**src/hdl/median_filter_3x3_core_macros.svh**
```systemverilog
// Assertion macros for the 3x3 median filter core.
// Expects signals named clk and rst in the scope of use.
`ifndef MEDIAN_FILTER_3X3_CORE_MACROS_SVH
`define MEDIAN_FILTER_3X3_CORE_MACROS_SVH

// condition and consequence in the same cycle
`define MF3_ASSERT_SAME(lbl, ante, cons, msg) \
  lbl: assert property (@(posedge clk) disable iff (rst) (ante) |-> (cons)) else $error(msg);

// consequence in the cycle after the condition
`define MF3_ASSERT_NEXT(lbl, ante, cons, msg) \
  lbl: assert property (@(posedge clk) disable iff (rst) (ante) |=> (cons)) else $error(msg);

`endif

```
**src/hdl/mf3_pkg.sv**
```systemverilog
// Shared types and constants for the 3x3 median filter core.
// No dependencies; used by mf3_sort and median_filter_3x3_core.
`timescale 1ns / 1ps

package mf3_pkg;

  // fixed port widths
  localparam int PIX_W   = 8;
  localparam int COORD_W = 10;
  localparam int DIM_W   = 11;
  localparam int CFG_IDX_W = 4;

  // parameter defaults
  localparam int MAX_WIDTH_DEF  = 1024;
  localparam int MAX_HEIGHT_DEF = 1024;
  localparam int PIXEL_BITS_DEF = 8;

  // frame size after reset
  localparam int RESET_DIM = 5;

  // register indexes on the config port
  typedef enum logic [CFG_IDX_W-1:0] {
    REG_IMAGE_WIDTH  = 4'd0,
    REG_IMAGE_HEIGHT = 4'd1
  } mf3_reg_t;

  // 3x3 window and compare-exchange network for the fifth smallest
  localparam int WIN_SIZE   = 9;
  localparam int MEDIAN_IDX = 4;
  localparam int SORT_OPS   = 19;
  localparam int SORT_A [SORT_OPS] = '{1, 4, 7, 0, 3, 6, 1, 4, 7, 0,
                                       5, 4, 3, 1, 2, 4, 4, 6, 4};
  localparam int SORT_B [SORT_OPS] = '{2, 5, 8, 1, 4, 7, 2, 5, 8, 3,
                                       8, 7, 6, 4, 5, 7, 2, 4, 2};

  // network split into pipeline groups of at most three compare levels
  localparam int SORT_GROUPS = 4;
  localparam int SORT_FIRST [SORT_GROUPS] = '{0, 6, 12, 16};
  localparam int SORT_LAST  [SORT_GROUPS] = '{5, 11, 15, 18};

  // sideband that travels with a result through the sort pipeline
  typedef struct packed {
    logic               last;
    logic [COORD_W-1:0] row;
    logic [COORD_W-1:0] col;
  } mf3_tag_t;

endpackage

```
**src/hdl/mf3_sort.sv**
```systemverilog
// Pipelined compare-exchange network picking the median of a 3x3 window.
// Depends on mf3_pkg (network tables, tag type).
`timescale 1ns / 1ps

module mf3_sort #(
  parameter int PW = mf3_pkg::PIX_W
) (
  input  logic                 clk,
  input  logic                 rst,
  input  logic                 en,
  input  logic                 in_valid,
  input  mf3_pkg::mf3_tag_t    in_tag,
  input  logic [PW-1:0]        in_win [mf3_pkg::WIN_SIZE],
  output logic                 out_valid,
  output mf3_pkg::mf3_tag_t    out_tag,
  output logic [PW-1:0]        out_median
);

  import mf3_pkg::*;

  localparam int NREG = SORT_GROUPS - 1;

  // group inputs and outputs, registers between groups
  logic [PW-1:0] grp_in  [SORT_GROUPS][WIN_SIZE];
  logic [PW-1:0] grp_out [SORT_GROUPS][WIN_SIZE];
  logic [PW-1:0] stg_win [NREG][WIN_SIZE];
  logic          stg_valid [NREG];
  mf3_tag_t      stg_tag [NREG];

  genvar g;
  generate
    for (g = 0; g < SORT_GROUPS; g++) begin : gen_grp
      // group input: window for the first group, a stage register after that
      if (g == 0) begin : gen_head
        assign grp_in[g] = in_win;
      end else begin : gen_body
        assign grp_in[g] = stg_win[g-1];
      end

      // this group's share of the compare-exchange operations
      always_comb begin : net
        logic [PW-1:0] v [WIN_SIZE];
        logic [PW-1:0] t;
        v = grp_in[g];
        t = '0;
        for (int k = 0; k < SORT_OPS; k++) begin
          if (k >= SORT_FIRST[g] && k <= SORT_LAST[g]) begin
            if (v[SORT_A[k]] > v[SORT_B[k]]) begin
              t = v[SORT_A[k]];
              v[SORT_A[k]] = v[SORT_B[k]];
              v[SORT_B[k]] = t;
            end
          end
        end
        grp_out[g] = v;
      end
    end

    for (g = 0; g < NREG; g++) begin : gen_reg
      if (g == 0) begin : gen_first
        // first stage register, fed by the incoming window
        always_ff @(posedge clk) begin
          if (rst) begin
            stg_valid[g] <= 1'b0;
          end else if (en) begin
            stg_valid[g] <= in_valid;
          end
        end

        always_ff @(posedge clk) begin
          if (en) begin
            stg_tag[g] <= in_tag;
          end
        end
      end else begin : gen_next
        // later stage registers, fed by the stage before
        always_ff @(posedge clk) begin
          if (rst) begin
            stg_valid[g] <= 1'b0;
          end else if (en) begin
            stg_valid[g] <= stg_valid[g-1];
          end
        end

        always_ff @(posedge clk) begin
          if (en) begin
            stg_tag[g] <= stg_tag[g-1];
          end
        end
      end

      // partly sorted window, advanced by the shared enable
      always_ff @(posedge clk) begin
        if (en) begin
          stg_win[g] <= grp_out[g];
        end
      end
    end
  endgenerate

  // last group is left unregistered, the caller's output register follows
  assign out_valid  = stg_valid[NREG-1];
  assign out_tag    = stg_tag[NREG-1];
  assign out_median = grp_out[SORT_GROUPS-1][MEDIAN_IDX];

endmodule

```
**config.mk**
```make
export PLATFORM = sky130hd
export DESIGN_NAME = mf3_sort
export DESIGN_NICKNAME = d
export VERILOG_FILES = /design/src/hdl/median_filter_3x3_core_macros.svh /design/src/hdl/mf3_pkg.sv /design/src/hdl/mf3_sort.sv
export SDC_FILE = /design/constraint.sdc
export NUM_CORES = 1
export LEC_CHECK = 0
export BUFFER_PORTS_ARGS = -buffer_cell sky130_fd_sc_hd__buf_2
export CAP_MARGIN = 0
export CORE_MARGIN = 3
export CORE_UTILIZATION = 49
export DETAILED_ROUTE_END_ITERATION = 6
export PLACE_DENSITY_LB_ADDON = 0.08
export SKIP_LAST_GASP = 1
export SYNTH_ARGS = -nofsm -noshare
export SYNTH_HDL_FRONTEND = slang
export SYNTH_SLANG_ARGS = --single-unit
```
**constraint.sdc**
```tcl
create_clock -name clk -period 10.9 [get_ports clk]
set_clock_uncertainty 0.1 [all_clocks]
set_input_delay 1.09 -clock clk [delete_from_list [all_inputs] [get_ports clk]]
set_output_delay 1.09 -clock clk [all_outputs]
set_load 0.02 [all_outputs]
```
==> results.md <==
### Yosys
* **fraction of registers with async set or reset after synthesis** 0%
* **Syn Inst Count** 1,115
* **number of distinct library cell variants in the gate-level netlist after synthesis** 41
* **flop and latch count out of synthesis** 218
* **top_reg_cell synth** sky130_fd_sc_hd__edfxtp_1
* **synth warn** 0
* **Syn Area/Cell** 11.8 um^2
* **post-synth net total** 1,363
* **sequential fraction of the synthesis area** 49.9%
* **number of synthesized flops with an enable pin** 218
* **post-synthesis instance area** 0.0131 mm^2

### CTS
* **clk buf depth** 3
* **count of hold-fix buffers inserted at cts** 0
* **root buffer cell** sky130_fd_sc_hd__clkbuf_16
* **number of setup buffers added after CTS** 0
* **total clock sinks** 218
* **H-tree depth reported by CTS** 1
* **count of instances resized after the clock tree is built** 0
* **clock input transition at the sequential cells of the worst setup and hold paths** 60 ps
* **worst-skew pair later-pin latency** 520 ps
* **CTS tree** done
* **cts bufs inserted** 24

### Worst setup path
* **slowest stage delay, CP** 880 ps
* **minimum setup slack among reg-to-reg paths** 6090 ps
* **R2R cell count** 17
* **start-to-end type of the worst setup path** reg2out
* **crit-path cells** inv_1 > ha_1 > a211oi_2 > nor2_1 > or2_4 > o21ai_2 > a21oi_1 > ha_1 > nand3_1 > nor2_1 > o2111a_2 > o211a_1 > mux2i_1 > ha_1 > a21o_1 > a21oi_1 > nor2b_1 > o31ai_1 > a211o_1 > or2_2 > o21ai_1 > a222oi_1 > buf_2
* **worst path required time** 9710 ps
* **arrival time of the worst setup path** 7080 ps
* **largest fanout on the critical path** 32
* **Critical-path top delay cell** sky130_fd_sc_hd__o21ai_2
* **most common cell type on the critical path** sky130_fd_sc_hd__ha_1
* **RR Startpoint** stg_win[0][33]$_DFFE_PP_
* **Setup crit end kind** output port
* **terminus of the critical flop-to-flop path** stg_win[0][86]$_DFFE_PP_
* **startpoint types** register

### Place
* **number of instances in the placed design** 1,534
* **total half-perimeter wirelength after legalization and detailed placement** 19,800 um
* **placed cell area** 0.0139 mm^2
* **Setup WS pre-CTS** 3210 ps
* **routability congestion estimate from global placement** 0.831
* **count of input and output buffers** 126

### Pwr
* **worst IR drop on VDD** 186 uV
* **overall power after layout** 0.00400 W
* **Cell Pwr Density** 273 mW/mm^2
* **static leakage power** 6.53 nW

### Final layout
* **highest-count cells in the layout ignoring fill and taps** sky130_fd_sc_hd__edfxtp_1, sky130_fd_sc_hd__ha_1, sky130_fd_sc_hd__inv_1
* **final design instance area without fill** 0.0147 mm^2
* **fraction of final layout cells with drive strength greater than 1** 19.3%
* **fill cell total of the finished layout** 2,294
* **ANT cells** 0
* **post-route insts no fill** 1,576
* **Net count, final** 1,473
* **leading cell type in the layout, fill and taps excluded** sky130_fd_sc_hd__edfxtp_1
* **Layout area overhead** 11.8%

### Timing
* **FMAX** 121 MHz
* **smallest setup slack after layout** 2630 ps
* **slew margin rel.** 17.1%
* **RSZ-0062 raised after global routing** false
* **final worst path period need** 8270 ps
* **final number of hold-violating endpoints** 0
* **measured slew at the worst slew-check pin** 1230 ps
* **final count of negative-setup-slack endpoints** 0
* **ratio of final minimum period to clock period** 75.8%
* **number of max-slew violations in the final report** 0
* **aggregate negative setup slack** 0 ps

### Routing
* **sum of routed wire length over all layers** 25,400 um
* **DRT Pass-1 Iters** 7
* **Post-route DRC** 0
* **average vias per placed instance** 5.26
* **routed wire length per instance** 16.1 um
* **routed vias** 8,288
* **remaining antenna violation count** 0
* **drt initial violations** 562

### Die
* **die width** 170 um
* **floorplan die height** 170 um
* **standard cell core area** 0.0262 mm^2
* **# rows** 59
* **Initial Utilization** 50.1%
* **total die area** 0.0288 mm^2
* **boundary pin count** 127

### Worst hold path
* **Hold Path Stages** 0
* **hold-critical path endpoint** stg_tag[0][36]$_DFFE_PP_
* **class of the most critical hold timing path** reg2reg
* **Worst Hold Launch** stg_tag[0][15]$_DFFE_PP_

### Global routing
* **wire length of the first global-routing pass** 40,300 um
* **gr usage total** 17.5%
* **number of global-route vias before repair** 7,901
* **maximum number of pins on one net before global-route repair** 81
* **initial antenna violation count** 0
* **gr ovfl total** 0

### Flow run
* **max-cap violations** 0

### Status
* **run status** finished, final reports clean

-- layer usage --
layer | part of all wire, % | global-route usage [%] | up-vias | wire length [um]
li1 | - | - | 4290 | -
met1 | 48 | 24.9 | 3828 | 12200
met2 | 47 | 28.8 | 135 | 11800
met3 | 3.7 | 2.38 | 35 | 948
met4 | 1.9 | 4.20 | 0 | 473
met5 | 0 | 0 | - | 0
-- kinds of logic after synthesis --
family                     Yosys count  synth area share (%)
AOI/OAI and AO/OA                  229                  10.8
adders and majority gates          151                  14.4
buffers and inverters              177                  5.84
DFF                                218                  49.9
muxes                              151                  12.1
and+or+nand+nor                    189                  6.91
-- area by class of cell --
type | instances | area, um^2 | area share, %
sequential | 218 | 6550 | 44.6
inverter | 131 | 492 | 3.35
multi-input combinational | 720 | 5820 | 39.7
clock inverter | 10 | 93.8 | 0.640
timing repair buffer | 130 | 669 | 4.56
tap | 335 | 419 | 2.86
clock buffer | 32 | 631 | 4.30
-- critical path, delay by kind of cell, from the launching register on --
kind            cells  cell delay (ps)
compound gates     11             3700
fa+ha+maj           3              920
simple gates        6              920
flops               1              390
buf+inv             2              370
mux                 1              250
-- stage by stage --
step	util, %	hold slack, ps
global placement	53.2	300
global route	56.0	319
detailed placement	53.2	305
CTS	56.0	318
finish	56.0	316
floorplan	-	300
-- synth_stat cells, types with 2 or more instances --
cell	instances	area, um^2
sky130_fd_sc_hd__or2_2	3	18.8
sky130_fd_sc_hd__inv_1	131	492
sky130_fd_sc_hd__buf_6	2	22.5
sky130_fd_sc_hd__mux2_2	65	732
sky130_fd_sc_hd__o21bai_1	8	60.1
sky130_fd_sc_hd__buf_2	6	30.0
sky130_fd_sc_hd__nand2b_1	10	62.6
sky130_fd_sc_hd__a211o_1	2	17.5
sky130_fd_sc_hd__o31ai_1	2	15.0
sky130_fd_sc_hd__a21o_1	22	165
sky130_fd_sc_hd__nor2_1	54	203
sky130_fd_sc_hd__clkbuf_1	17	63.8
sky130_fd_sc_hd__nand4_1	15	93.8
sky130_fd_sc_hd__a21oi_1	65	325
sky130_fd_sc_hd__a222oi_1	7	70.1
sky130_fd_sc_hd__a22o_1	3	26.3
sky130_fd_sc_hd__buf_4	21	158
sky130_fd_sc_hd__edfxtp_1	218	6550
sky130_fd_sc_hd__o21ai_0	65	325
sky130_fd_sc_hd__o21a_1	32	240
sky130_fd_sc_hd__mux2i_1	86	861
sky130_fd_sc_hd__nand3_1	22	110
sky130_fd_sc_hd__ha_1	151	1890
sky130_fd_sc_hd__nand2_1	49	184
sky130_fd_sc_hd__o211ai_1	4	30.0
sky130_fd_sc_hd__a22oi_1	3	22.5
sky130_fd_sc_hd__nor2b_1	19	119
sky130_fd_sc_hd__a31oi_1	2	12.5
sky130_fd_sc_hd__o21ai_1	8	40.0
sky130_fd_sc_hd__and2_1	3	18.8
sky130_fd_sc_hd__and3_1	10	62.6
-- worst max-delay path by stage --
| stage | cells past startpoint | endpoint | slack (ps) | startpoint |
|---|---|---|---|---|
| 3_5_place_dp | 23 | out_median[0] | 3210 | stg_win[0][197]$_DFFE_PP_ |
| 6_report | 23 | out_median[0] | 2630 | stg_win[0][197]$_DFFE_PP_ |
| 3_3_place_gp | 23 | out_median[0] | 3310 | stg_win[0][197]$_DFFE_PP_ |
| 4_1_cts | 23 | out_median[0] | 2630 | stg_win[0][197]$_DFFE_PP_ |
| 5_1_grt | 25 | out_median[0] | 2160 | stg_win[0][198]$_DFFE_PP_ |
| 2_1_floorplan | 25 | out_median[0] | 4160 | stg_win[0][181]$_DFFE_PP_ |
-- state kept, by name, indices dropped and copies added, names as in the netlist --
register	flops
stg_tag	63
stg_win	152
stg_valid	3
-- power by group --
| part | internal [W] | switching [W] | total, W | leakage, nW |
|---|---|---|---|---|
| Combinational | 0.000847 | 0.00116 | 0.00200 | 4.04 |
| Clock | 0.000431 | 0.000310 | 0.000741 | 0.350 |
| Sequential | 0.00115 | 0.000104 | 0.00125 | 2.14 |
| Total | 0.00243 | 0.00157 | 0.00400 | 6.53 |
Note: power is estimated with default switching activity, not from simulation.
